## config.mk

```make
export PLATFORM = sky130hd
export DESIGN_NAME = sorted_priority_task_queue
export DESIGN_NICKNAME = d
export VERILOG_FILES = /design/src/spq_pkg.sv /design/src/spq_cell.sv /design/src/sorted_priority_task_queue.sv
export SDC_FILE = /design/constraint.sdc
export NUM_CORES = 2
export LEC_CHECK = 0
export ABC_AREA = 1
export BUFFER_PORTS_ARGS = -buffer_cell sky130_fd_sc_hd__buf_2
export CAP_MARGIN = 20
export CORE_MARGIN = 4
export CORE_UTILIZATION = 52
export CTS_CLUSTER_SIZE = 12
export DETAILED_ROUTE_END_ITERATION = 10
export PLACE_DENSITY = 0.67
export SYNTH_ARGS = -nofsm -noshare
export SYNTH_HDL_FRONTEND = slang
export SYNTH_SLANG_ARGS = --single-unit
```

## constraint.sdc

```tcl
create_clock -name clk -period 9 [get_ports clk]
set_input_delay 0.45 -clock clk [delete_from_list [all_inputs] [get_ports clk]]
set_output_delay 0.45 -clock clk [all_outputs]
set_load 0.1 [all_outputs]
```

## src/spq_pkg.sv

```systemverilog
package spq_pkg;

  localparam int ID_W      = 16;
  localparam int PRI_W     = 8;
  localparam int DUR_W     = 16;
  localparam int CMD_W     = 2;
  localparam int STATUS_W  = 2;
  localparam int CNT_OUT_W = 5;
  localparam int DEPTH_DEF = 16;

  typedef enum logic [CMD_W-1:0] {
    CMD_INSERT = 2'd0,
    CMD_FIND   = 2'd1,
    CMD_REMOVE = 2'd2,
    CMD_MODIFY = 2'd3
  } cmd_t;

  typedef enum logic [STATUS_W-1:0] {
    ST_DONE      = 2'd0,
    ST_NOT_FOUND = 2'd1,
    ST_FULL      = 2'd2
  } status_t;

  typedef enum logic [1:0] {
    S_IDLE,
    S_EXEC,
    S_PLACE
  } state_t;

  typedef struct packed {
    logic [ID_W-1:0]  id;
    logic [PRI_W-1:0] pri;
    logic [DUR_W-1:0] dur;
  } entry_t;

  // broadcast to every cell of the chain
  typedef struct packed {
    logic            ins;
    logic            rem;
    logic [ID_W-1:0] key;
    entry_t          ent;
  } cell_ctl_t;

endpackage

```

## src/spq_cell.sv

```systemverilog
module spq_cell (
  input  logic               clk,
  input  logic               rst_n,
  input  spq_pkg::cell_ctl_t ctl,
  input  spq_pkg::entry_t    left_ent,
  input  logic               left_valid,
  input  logic               left_go,
  input  logic               left_seen,
  input  spq_pkg::entry_t    right_ent,
  input  logic               right_valid,
  output spq_pkg::entry_t    ent,
  output logic               valid,
  output logic               go,
  output logic               seen,
  output spq_pkg::entry_t    match_ent
);

  spq_pkg::entry_t ent_r, ent_nxt;
  logic            valid_r, valid_nxt;
  logic            hit;
  logic            first;

  // go forms a thermometer along the chain since entries stay sorted
  assign go        = !valid_r || (ent_r.pri > ctl.ent.pri);
  assign hit       = valid_r && (ent_r.id == ctl.key);
  assign seen      = hit || left_seen;
  assign first     = hit && !left_seen;
  assign match_ent = first ? ent_r : '0;
  assign ent       = ent_r;
  assign valid     = valid_r;

  always_comb begin
    ent_nxt   = ent_r;
    valid_nxt = valid_r;
    if (ctl.ins && go) begin
      if (left_go) begin
        ent_nxt   = left_ent;
        valid_nxt = left_valid;
      end else begin
        ent_nxt   = ctl.ent;
        valid_nxt = 1'b1;
      end
    end else if (ctl.rem && seen) begin
      ent_nxt   = right_ent;
      valid_nxt = right_valid;
    end
  end

  always_ff @(posedge clk) begin
    if (!rst_n) begin
      valid_r <= 1'b0;
    end else begin
      valid_r <= valid_nxt;
    end
  end

  always_ff @(posedge clk) begin
    ent_r <= ent_nxt;
  end

endmodule

```

## src/sorted_priority_task_queue.sv

```systemverilog
// The accepting edge moves the FSM to S_EXEC, and out_valid is registered from that
// pass; change priority inserts S_PLACE before the strobe (remove pass, then placement pass).
// A new request is taken only while busy is low; busy drops in the
// cycle the result is shown, so the next start may coincide with the strobe.
// Each pass is one shift of the cell chain. The receiver cannot stall.
// Reset (synchronous, rst_n low) empties the queue at once; no clearing pass.
module sorted_priority_task_queue #(
  parameter int DEPTH = spq_pkg::DEPTH_DEF
) (
  input  logic                          clk,
  input  logic                          rst_n,
  input  logic                          start,
  output logic                          busy,
  input  logic [spq_pkg::CMD_W-1:0]     in_cmd,
  input  logic [spq_pkg::ID_W-1:0]      in_task_id,
  input  logic [spq_pkg::PRI_W-1:0]     in_priority_req,
  input  logic [spq_pkg::DUR_W-1:0]     in_duration,
  output logic                          out_valid,
  output logic [spq_pkg::STATUS_W-1:0]  out_status,
  output logic [spq_pkg::ID_W-1:0]      out_found_id,
  output logic [spq_pkg::PRI_W-1:0]     out_found_priority,
  output logic [spq_pkg::DUR_W-1:0]     out_found_duration,
  output logic [spq_pkg::CNT_OUT_W-1:0] out_entry_count
);

  localparam int CW = $clog2(DEPTH + 1);

  spq_pkg::state_t    state_r, state_nxt;
  spq_pkg::cmd_t      cmd_r;
  logic [spq_pkg::ID_W-1:0]  id_r, id_nxt;
  logic [spq_pkg::PRI_W-1:0] pri_r;
  logic [spq_pkg::DUR_W-1:0] dur_r, dur_nxt;
  logic [CW-1:0]      count_r, count_nxt;

  logic                          out_valid_r, out_valid_nxt;
  spq_pkg::status_t              out_status_r, out_status_nxt;
  spq_pkg::entry_t               out_found_r, out_found_nxt;
  logic [spq_pkg::CNT_OUT_W-1:0] out_count_r, out_count_nxt;

  spq_pkg::cell_ctl_t ctl;
  spq_pkg::entry_t    cell_ent   [DEPTH];
  logic               cell_valid [DEPTH];
  logic               cell_go    [DEPTH];
  logic               cell_seen  [DEPTH];
  spq_pkg::entry_t    cell_match [DEPTH];
  spq_pkg::entry_t    found;
  logic               any_hit;
  logic               full;
  logic               accept;

  assign accept  = start && !busy;
  assign busy    = (state_r != spq_pkg::S_IDLE);
  assign full    = (count_r == CW'(DEPTH));
  assign any_hit = cell_seen[DEPTH-1];

  for (genvar i = 0; i < DEPTH; i++) begin : g_cell
    spq_pkg::entry_t l_ent, r_ent;
    logic            l_valid, l_go, l_seen, r_valid;

    if (i == 0) begin : g_head
      assign l_ent   = '0;
      assign l_valid = 1'b1;
      assign l_go    = 1'b0;
      assign l_seen  = 1'b0;
    end else begin : g_body
      assign l_ent   = cell_ent[i-1];
      assign l_valid = cell_valid[i-1];
      assign l_go    = cell_go[i-1];
      assign l_seen  = cell_seen[i-1];
    end

    if (i == DEPTH - 1) begin : g_tail
      assign r_ent   = '0;
      assign r_valid = 1'b0;
    end else begin : g_mid
      assign r_ent   = cell_ent[i+1];
      assign r_valid = cell_valid[i+1];
    end

    spq_cell u_cell (
      .clk         (clk),
      .rst_n       (rst_n),
      .ctl         (ctl),
      .left_ent    (l_ent),
      .left_valid  (l_valid),
      .left_go     (l_go),
      .left_seen   (l_seen),
      .right_ent   (r_ent),
      .right_valid (r_valid),
      .ent         (cell_ent[i]),
      .valid       (cell_valid[i]),
      .go          (cell_go[i]),
      .seen        (cell_seen[i]),
      .match_ent   (cell_match[i])
    );
  end

  // at most one cell reports a first match, the rest give zero
  always_comb begin
    found = '0;
    for (int i = 0; i < DEPTH; i++) begin
      found = found | cell_match[i];
    end
  end

  always_comb begin
    state_nxt = state_r;
    unique case (state_r)
      spq_pkg::S_IDLE: begin
        if (accept) state_nxt = spq_pkg::S_EXEC;
      end
      spq_pkg::S_EXEC: begin
        if (cmd_r == spq_pkg::CMD_MODIFY && any_hit) state_nxt = spq_pkg::S_PLACE;
        else state_nxt = spq_pkg::S_IDLE;
      end
      spq_pkg::S_PLACE: state_nxt = spq_pkg::S_IDLE;
      default: state_nxt = spq_pkg::S_IDLE;
    endcase
  end

  always_comb begin
    ctl            = '0;
    ctl.key        = id_r;
    ctl.ent        = '{id: id_r, pri: pri_r, dur: dur_r};
    id_nxt         = id_r;
    dur_nxt        = dur_r;
    count_nxt      = count_r;
    out_valid_nxt  = 1'b0;
    out_status_nxt = spq_pkg::ST_DONE;
    out_found_nxt  = '0;
    unique case (state_r)
      spq_pkg::S_IDLE: begin
        if (accept) begin
          id_nxt  = in_task_id;
          dur_nxt = in_duration;
        end
      end
      spq_pkg::S_EXEC: begin
        out_valid_nxt = 1'b1;
        case (cmd_r)
          spq_pkg::CMD_INSERT: begin
            if (full) begin
              out_status_nxt = spq_pkg::ST_FULL;
            end else begin
              ctl.ins   = 1'b1;
              count_nxt = CW'(count_r + 1'b1);
            end
          end
          spq_pkg::CMD_FIND: begin
            if (any_hit) out_found_nxt = found;
            else out_status_nxt = spq_pkg::ST_NOT_FOUND;
          end
          default: begin
            if (any_hit) begin
              ctl.rem   = 1'b1;
              count_nxt = CW'(count_r - 1'b1);
              if (cmd_r == spq_pkg::CMD_MODIFY) begin
                // keep id and duration for the placement pass
                id_nxt        = found.id;
                dur_nxt       = found.dur;
                out_valid_nxt = 1'b0;
              end
            end else begin
              out_status_nxt = spq_pkg::ST_NOT_FOUND;
            end
          end
        endcase
      end
      spq_pkg::S_PLACE: begin
        ctl.ins       = 1'b1;
        count_nxt     = CW'(count_r + 1'b1);
        out_valid_nxt = 1'b1;
      end
      default: ;
    endcase
    out_count_nxt = spq_pkg::CNT_OUT_W'(count_nxt);
  end

  always_ff @(posedge clk) begin
    if (!rst_n) begin
      state_r     <= spq_pkg::S_IDLE;
      count_r     <= '0;
      out_valid_r <= 1'b0;
    end else begin
      state_r     <= state_nxt;
      count_r     <= count_nxt;
      out_valid_r <= out_valid_nxt;
    end
  end

  always_ff @(posedge clk) begin
    if (accept) begin
      cmd_r <= spq_pkg::cmd_t'(in_cmd);
      pri_r <= in_priority_req;
    end
    id_r  <= id_nxt;
    dur_r <= dur_nxt;
    if (out_valid_nxt) begin
      out_status_r <= out_status_nxt;
      out_found_r  <= out_found_nxt;
      out_count_r  <= out_count_nxt;
    end
  end

  assign out_valid          = out_valid_r;
  assign out_status         = out_status_r;
  assign out_found_id       = out_found_r.id;
  assign out_found_priority = out_found_r.pri;
  assign out_found_duration = out_found_r.dur;
  assign out_entry_count    = out_count_r;

  a_count_bound: assert property (@(posedge clk) disable iff (!rst_n)
    count_r <= CW'(DEPTH))
    else $error("entry count above depth");

  a_accept_busy: assert property (@(posedge clk) disable iff (!rst_n)
    accept |=> busy && !out_valid)
    else $error("accepted request did not raise busy");

  a_strobe_idle: assert property (@(posedge clk) disable iff (!rst_n)
    out_valid |-> !busy && $past(busy))
    else $error("result strobe outside end of request");

  a_full_count: assert property (@(posedge clk) disable iff (!rst_n)
    (out_valid && out_status == spq_pkg::ST_FULL) |-> full && $stable(count_r))
    else $error("full status with free slot");

  a_found_zero: assert property (@(posedge clk) disable iff (!rst_n)
    (out_valid && out_status != spq_pkg::ST_DONE) |->
      (out_found_id == '0 && out_found_priority == '0 && out_found_duration == '0))
    else $error("found fields set on failed request");

endmodule

```

**After elaboration in Yosys (flattened, before gate mapping)**

Cells that the tools add are included.

- Input port bits: 45
- Register bits after elaboration: 753
- Output and inout bits: 49
- Word-level logic and storage cells: 425

- Equal/unequal tests: 25
- Mux-type cells: 140
- Bitwise logic cells: 15
- Reduce and logical (&&, ||, !) cells: 151
- Magnitude comparators: 16
- Add/sub/neg operators: 2

Operators by type and width:

| operator | number |
|---|---|
| $mux W40 | 63 |
| $or A40 B40 Y40 | 15 |
| $eq A16 B16 Y1 | 16 |
| $gt A8 B8 Y1 | 16 |
| $mux W16 | 8 |
| $logic_and A1 B1 Y1 | 65 |
| $pmux W16 S2 | 2 |
| $mux W1 | 56 |
| $reduce_bool A2 Y1 | 18 |
| $logic_not A1 Y1 | 32 |
| $logic_or A1 B1 Y1 | 31 |
| $pmux W5 S2 | 2 |
| $mux W5 | 2 |
| $mux W2 | 4 |
| $ne A2 B2 Y1 const B | 4 |
| $add A5 B1 Y5 const B | 1 |
| $eq A5 B5 Y1 const B | 1 |
| $reduce_and A5 Y1 | 1 |
| $sub A5 B1 Y5 const B | 1 |
| $eq A2 B1 Y1 const B | 2 |
| $eq A2 B2 Y1 const B | 2 |
| $logic_not A2 Y1 | 2 |
| $pmux W1 S2 | 2 |
| $pmux W2 S2 | 1 |
| 2 further kinds | 2 |

**Depth between registers and ports, before layout**

- Depth in word-level cells: 24
- Gate-level depth with buffers: 25
- Mapped depth without buffers: 23

**Cells and area by module**

From an unflattened synthesis, not the netlist that was laid out.

- Cells, all modules: 7295
- Area, all modules: 55918.6 µm²

Modules (own cells, without submodules):

| module | cells each | instances | sequential area each (µm²) | area each (µm²) |
|---|---|---|---|---|
| spq_cell | 407 | 16 | 1221.2 | 3119.2 |
| sorted_priority_task_queue | 783 | 1 | 2832.7 | 6010.8 |

**Worst setup path before layout**

OpenSTA, ideal clock, no wires.

- Path kind: register -> register
- Start: reg id_r[11] in the netlist's numbering
- End: reg out_count_r (netlist bit out_entry_count[0]) (enable)
- Library setup time: 0.468 ns
- Path slack: 4.082 ns
- Buffers on the path: 1
- Period minus slack after synthesis: 4.918 ns
- Stages on the path, launching flop included: 18
- Data required time: 8.532 ns
- Arrival: 4.450 ns
- Cell sequence: edfxtp_1 -> inv_2 -> buf_6 -> nand2_1 -> nand2_1 -> nor2_1 -> and2_1 -> nand3_1 -> nand4_1 -> nor2_2 -> nand4_1 -> nor2_1 -> nand4_1 -> nor2_4 -> nand4_4 -> nand3_1 -> nand2_1 -> a21oi_1

- Longest elaborated chain between the ends: 20
- Elaborated cells between the ends (all ways): 50
- Classes of those cells: eq/ne (16); mux (3); reduce/logical (31)

RTL lines:

| element | RTL line | source |
|---|---|---|
| start: declaration | sorted_priority_task_queue.sv:30 | `logic [spq_pkg::ID_W-1:0] id_r, id_nxt;` |
| start signal: assignment | sorted_priority_task_queue.sv:196 | `id_r <= id_nxt;` |
| $eq A16 B16 Y1 | spq_cell.sv:25 | `assign hit = valid_r && (ent_r.id == ctl.key);` |
| $logic_and A1 B1 Y1 | spq_cell.sv:25 |  |
| $logic_or A1 B1 Y1 (14 in series) | spq_cell.sv:26 | `assign seen = hit \|\| left_seen;` |
| $logic_or A1 B1 Y1 * | spq_cell.sv:26 |  |
| $mux W1 * | sorted_priority_task_queue.sv:154 | `if (any_hit) begin` |
| $mux W1 * | sorted_priority_task_queue.sv:140 | `case (cmd_r)` |
| $pmux W1 S2 * | sorted_priority_task_queue.sv:131 | `unique case (state_r)` |
| named net out_valid_nxt | sorted_priority_task_queue.sv:35 | `logic out_valid_r, out_valid_nxt;` |
| end signal: assignment | sorted_priority_task_queue.sv:201 | `out_count_r <= out_count_nxt;` |
| end: declaration | sorted_priority_task_queue.sv:38 | `logic [spq_pkg::CNT_OUT_W-1:0] out_count_r, out_count_nxt;` |

Mark *: on every way through the listed nets, which the timed path passes. The rest lies on a longest branch.
A chain may end at the register's enable or synchronous reset.

**Final worst setup path**

- Start: reg id_r[2] in the netlist's numbering
- End: reg id_r[8] in the netlist's numbering, data pin

- Longest elaborated chain between the ends: 24
- Elaborated cells between the ends (all ways): 111
- Classes of those cells: eq/ne (16); mux (20); bitwise (15); reduce/logical (60)

RTL lines:

| element | RTL line | source |
|---|---|---|
| $eq A16 B16 Y1 | spq_cell.sv:25 |  |
| $logic_and A1 B1 Y1 | spq_cell.sv:25 |  |
| $logic_not A1 Y1 / $logic_or A1 B1 Y1 (equally long branches) | spq_cell.sv:27, spq_cell.sv:26 |  |
| $logic_and A1 B1 Y1, or another cell as far along | spq_cell.sv:27 | `assign first = hit && !left_seen;` |
| $mux W40, or another cell as far along | spq_cell.sv:28 | `assign match_ent = first ? ent_r : '0;` |
| $or A40 B40 Y40, or another cell as far along (13 in series) | sorted_priority_task_queue.sv:102 | `found = found \| cell_match[i];` |
| $or A40 B40 Y40 / $mux W40 (equally long branches) | sorted_priority_task_queue.sv:102, spq_cell.sv:28 |  |
| $or A40 B40 Y40 * | sorted_priority_task_queue.sv:102 |  |
| $mux W16 * | sorted_priority_task_queue.sv:157 | `if (cmd_r == spq_pkg::CMD_MODIFY) begin` |
| $mux W16 * | sorted_priority_task_queue.sv:154 |  |
| $mux W16 * | sorted_priority_task_queue.sv:140 |  |
| $pmux W16 S2 * | sorted_priority_task_queue.sv:131 |  |
| named net id_nxt (one bit) | sorted_priority_task_queue.sv:30 |  |

Mark *: on every way through the listed nets, which the timed path passes. The rest lies on a longest branch. The select of a mux whose other input is x is not followed.

==> impl_metrics.csv <==
group,metric,value,unit
outcome,outcome,"complete, no violations",
floorplan,core,97100,um2
hold_path,hp-class,"primary input to flop",
timing,slew_violations,0,
synthesis,synth_area,51100,um2
clock_tree,clock_path_buffers,3,
timing,period_share,63.6,%
drt,drc,0,
setup_path,crit_required,9.43,ns
synthesis,syn_nets,7083,
synthesis,synth_area_leaders,"edfxtp_1 (43%), nand2_1 (9.9%), o21ai_0 (9.6%)",
layout,nNetsFinal,6989,
synthesis,yosysTopAreaCell,"edfxtp_1",
floorplan,rows,114,
timing,hold_viol,0,
synthesis,syn_inst,6905,
clock_tree,clock_latency,0.72,ns
setup_path,crit_path_start_kind,"flop",
synthesis,synth-main-ff-cell,"edfxtp_1",
synthesis,yosysUniqueCellTypes,52,
pwr,cellPowerDensity,169,nW/um2
grt,grt_pass1_wl,311000,um
grt,grt_pass1_vias,49292,
clock_tree,cts_tree,"built",
floorplan,start_util,52.7,%
timing,tightest_slew,1.12,ns
placed_design,io_buffers,93,
synthesis,synthArstFlopShare,0,%
timing,grt_setup_unrepaired,"no",
synthesis,ys_warn_count,0,
synthesis,avgSynthCellArea,7.41,um2
timing,finClkSkew,0.0487,ns
setup_path,rr_startpoint,"id_r[2]$_DFFE_PP_",
hold_path,min_from,"in_duration[15]",
hold_path,holdPathEnd,"dur_r[15]$_DFFE_PP_",
setup_path,crit_arrival,6.16,ns
clock_tree,cts_root_buf,"clkbuf_16",
grt,grt_overflow,0,
setup_path,rr_endpoint,"id_r[8]$_DFFE_PP_",
clock_tree,cts_made_buffers,90,
setup_path,critPathMaxFanout,44,
timing,hold_slack,0.0388,ns
drt,routed_via_density,6.30,
floorplan,die_h,322,um
synthesis,yosysSeqAreaShare,43.7,%
timing,fmax,0.175,GHz
clock_tree,clkSlewWorstSetupHoldPaths,0.06,ns
placed_design,gp_congestion,1.07,
placed_design,place_area,52500,um2
setup_path,r2r_slack,3.28,ns
layout,design_area,55600,um2
floorplan,ios,94,
timing,slew_headroom,25.5,%
hold_path,min_delay_path_depth,3,
grt,antenna_found_initial,0,
clock_tree,cts_setup_buffers,0,
layout,drive_gt1_share,6.04,%
setup_path,critical_path_class,"flop to flop",
drt,vias,51421,
pwr,p_leak,23.3,nW
timing,finalSetupViolations,0,
clock_tree,cts.sinks,753,
drt,dr.first_iter.drc_count,7147,
floorplan,die_area,103000,um2
layout,area_delta_synth_final,8.72,%
synthesis,synth_top_area_share,42.8,%
floorplan,die_width,322,um
grt,grt_max_degree,84,
setup_path,end_kind,"flop",
setup_path,crit_start,"id_r[2]$_DFFE_PP_",
timing,setup_tns,0,ns
clock_tree,ctsResizeCount,0,
clock_tree,htreeDepth,3,
job,maxCapViolCount,0,
drt,wl_per_cell,26.0,um
drt,finalWirelength,212000,um
grt,track_usage,39.8,%
pwr,vdd_drop_max,0.171,mV
setup_path,r2r_cells,22,
placed_design,dpl.hpwl,153000,um
timing,layout_min_cycle_time,5.72,ns
drt,antenna_left,0,
drt,first_pass_iters,7,
synthesis,synth_edf_count,729,
synthesis,ys_seq_elements,753,
## sequential cells by signal, summed over array words and instances, names as in the netlist, 5 cells and up
register	count
pri_r	8
out_found_id	16
count_r	5
id_r	16
dur_r	16
out_entry_count	5
g_cell.u_cell.ent	640
out_found_priority	8
out_found_duration	16
g_cell.u_cell.valid	16
## how the worst max path moves through the flow
stage / endpoint / slack, ns
after floorplan: out_entry_count[0]$_DFFE_PP_ / 4.08
after global placement: id_r[8]$_DFFE_PP_ / 3.56
after detailed placement: out_found_duration[6]$_SDFFCE_PN0P_ / 3.55
after CTS: id_r[8]$_DFFE_PP_ / 3.51
after global routing: out_found_priority[2]$_SDFFCE_PN0P_ / 3.16
final: id_r[8]$_DFFE_PP_ / 3.28
## timing repair
item                                   CTS  global route
endpoints found under the hold margin   23             0
setup endpoints to repair                0             0
hold buffers                            23             0
## cells in the final DEF (no fill, tap or decap), types with 16 or more instances in the layout
cell type,netlist,routed
nand2_1,1354,1330
o21ai_0,981,980
nor2_1,928,915
edfxtp_1,729,729
inv_1,731,728
a21oi_1,662,660
nand3_1,270,269
nand4_1,137,137
ha_1,133,132
buf_4,23,113
buf_2,53,93
clkbuf_16,0,91
nor3_1,86,83
nor4_1,64,64
xor2_1,46,46
clkinv_1,14,43
o211ai_1,41,41
o21ai_1,32,32
a31oi_1,31,31
o22ai_1,29,29
o31ai_1,28,28
a211oi_1,26,26
inv_2,22,24
nand2_2,0,24
dfxtp_1,24,24
dlygate4sd3_1,0,23
xnor2_1,20,20
clkbuf_1,324,20
nand3b_1,18,18
clkinv_2,0,16
## critical path, stage by stage (launching register included)
cell	delay (ns)
edfxtp_1	0.32
buf_4	0.39
inv_1	0.37
nand2_1	0.36
nand2_1	0.16
nor3b_1	0.34
nand3_2	0.10
buf_4	0.29
nand3_1	0.44
buf_4	0.50
nor2_1	0.07
nor2_1	0.19
nand2_1	0.08
nor2_1	0.21
nand3_1	0.13
nor2_1	0.21
nand3_1	0.13
nor2_1	0.16
nand3_1	0.25
nor2_1	0.26
nand4_1	0.12
o21ai_1	0.19
inv_1	0.09
## area by class of cell
cell class                 count  area, um2
timing repair buffer         236       1690
clock buffer                 112       2370
antenna                        1       2.50
inverter                     767       2880
sequential                   753      22400
tap                         1276       1600
multi-input combinational   4963      24300
fill                        9258      41500
clock inverter                53        405
## through the flow
stage	total power, mW	std cells	setup WS, ns	util (%)
finish	9.40	8161	3.28	57.2
global route	9.67	8160	3.16	57.2
CTS	9.34	8153	3.51	57.1
detailed placement	5.84	7965	3.55	54.0
global placement	5.84	7965	3.56	54.0
floorplan	5.22	6905	4.08	-
## where the power goes
group | internal, mW | leakage, nW | total, mW | switching (mW)
Combinational | 0.392 | 15.1 | 1.68 | 1.29
Sequential | 4.02 | 6.84 | 4.18 | 0.155
Clock | 1.93 | 1.35 | 3.54 | 1.61
Total | 6.35 | 23.3 | 9.40 | 3.06
## cell usage after synthesis (7+ instances only)
library cell / count
buf_4: 23
o31ai_1: 28
o21ai_1: 32
buf_2: 53
nor3_1: 86
edfxtp_1: 729
o21ai_0: 981
o211ai_1: 41
nand2_1: 1354
buf_1: 18
clkbuf_1: 324
o22ai_1: 29
a21oi_1: 662
inv_1: 731
a211oi_1: 26
a31oi_1: 31
xor2_1: 46
nand3_1: 270
inv_2: 22
nor2_1: 928
nor4_1: 64
xnor2_1: 20
ha_1: 133
nand4_1: 137
clkinv_1: 14
dfxtp_1: 24
nand3b_1: 18
o41ai_1: 7
## per-layer routing
metal  routed length, um  vias up  GRT usage [%]
li1                    -    23292              -
met1               80300    24292           50.9
met2               94600     3217           62.4
met3               24200      618           10.2
met4               13000        2           20.9
met5                  34        -          0.231
## cells by family (layout without fill, tap and decap cells)
family                   count (synthesis)  count (layout)  synth area share, %
AND/OR/NAND/NOR                       2898            2898                 23.7
AO/OA/AOI/OAI                         1865            1865                 19.1
flip-flops                             753             753                 43.7
buffers and inverters                 1189            1168                 9.08
adder cells (fa/ha/maj)                133             133                 3.25
other                                    0               1                    0
XOR/XNOR                                67              67                 1.16
No activity file was read; power rests on OpenSTA's default activity.
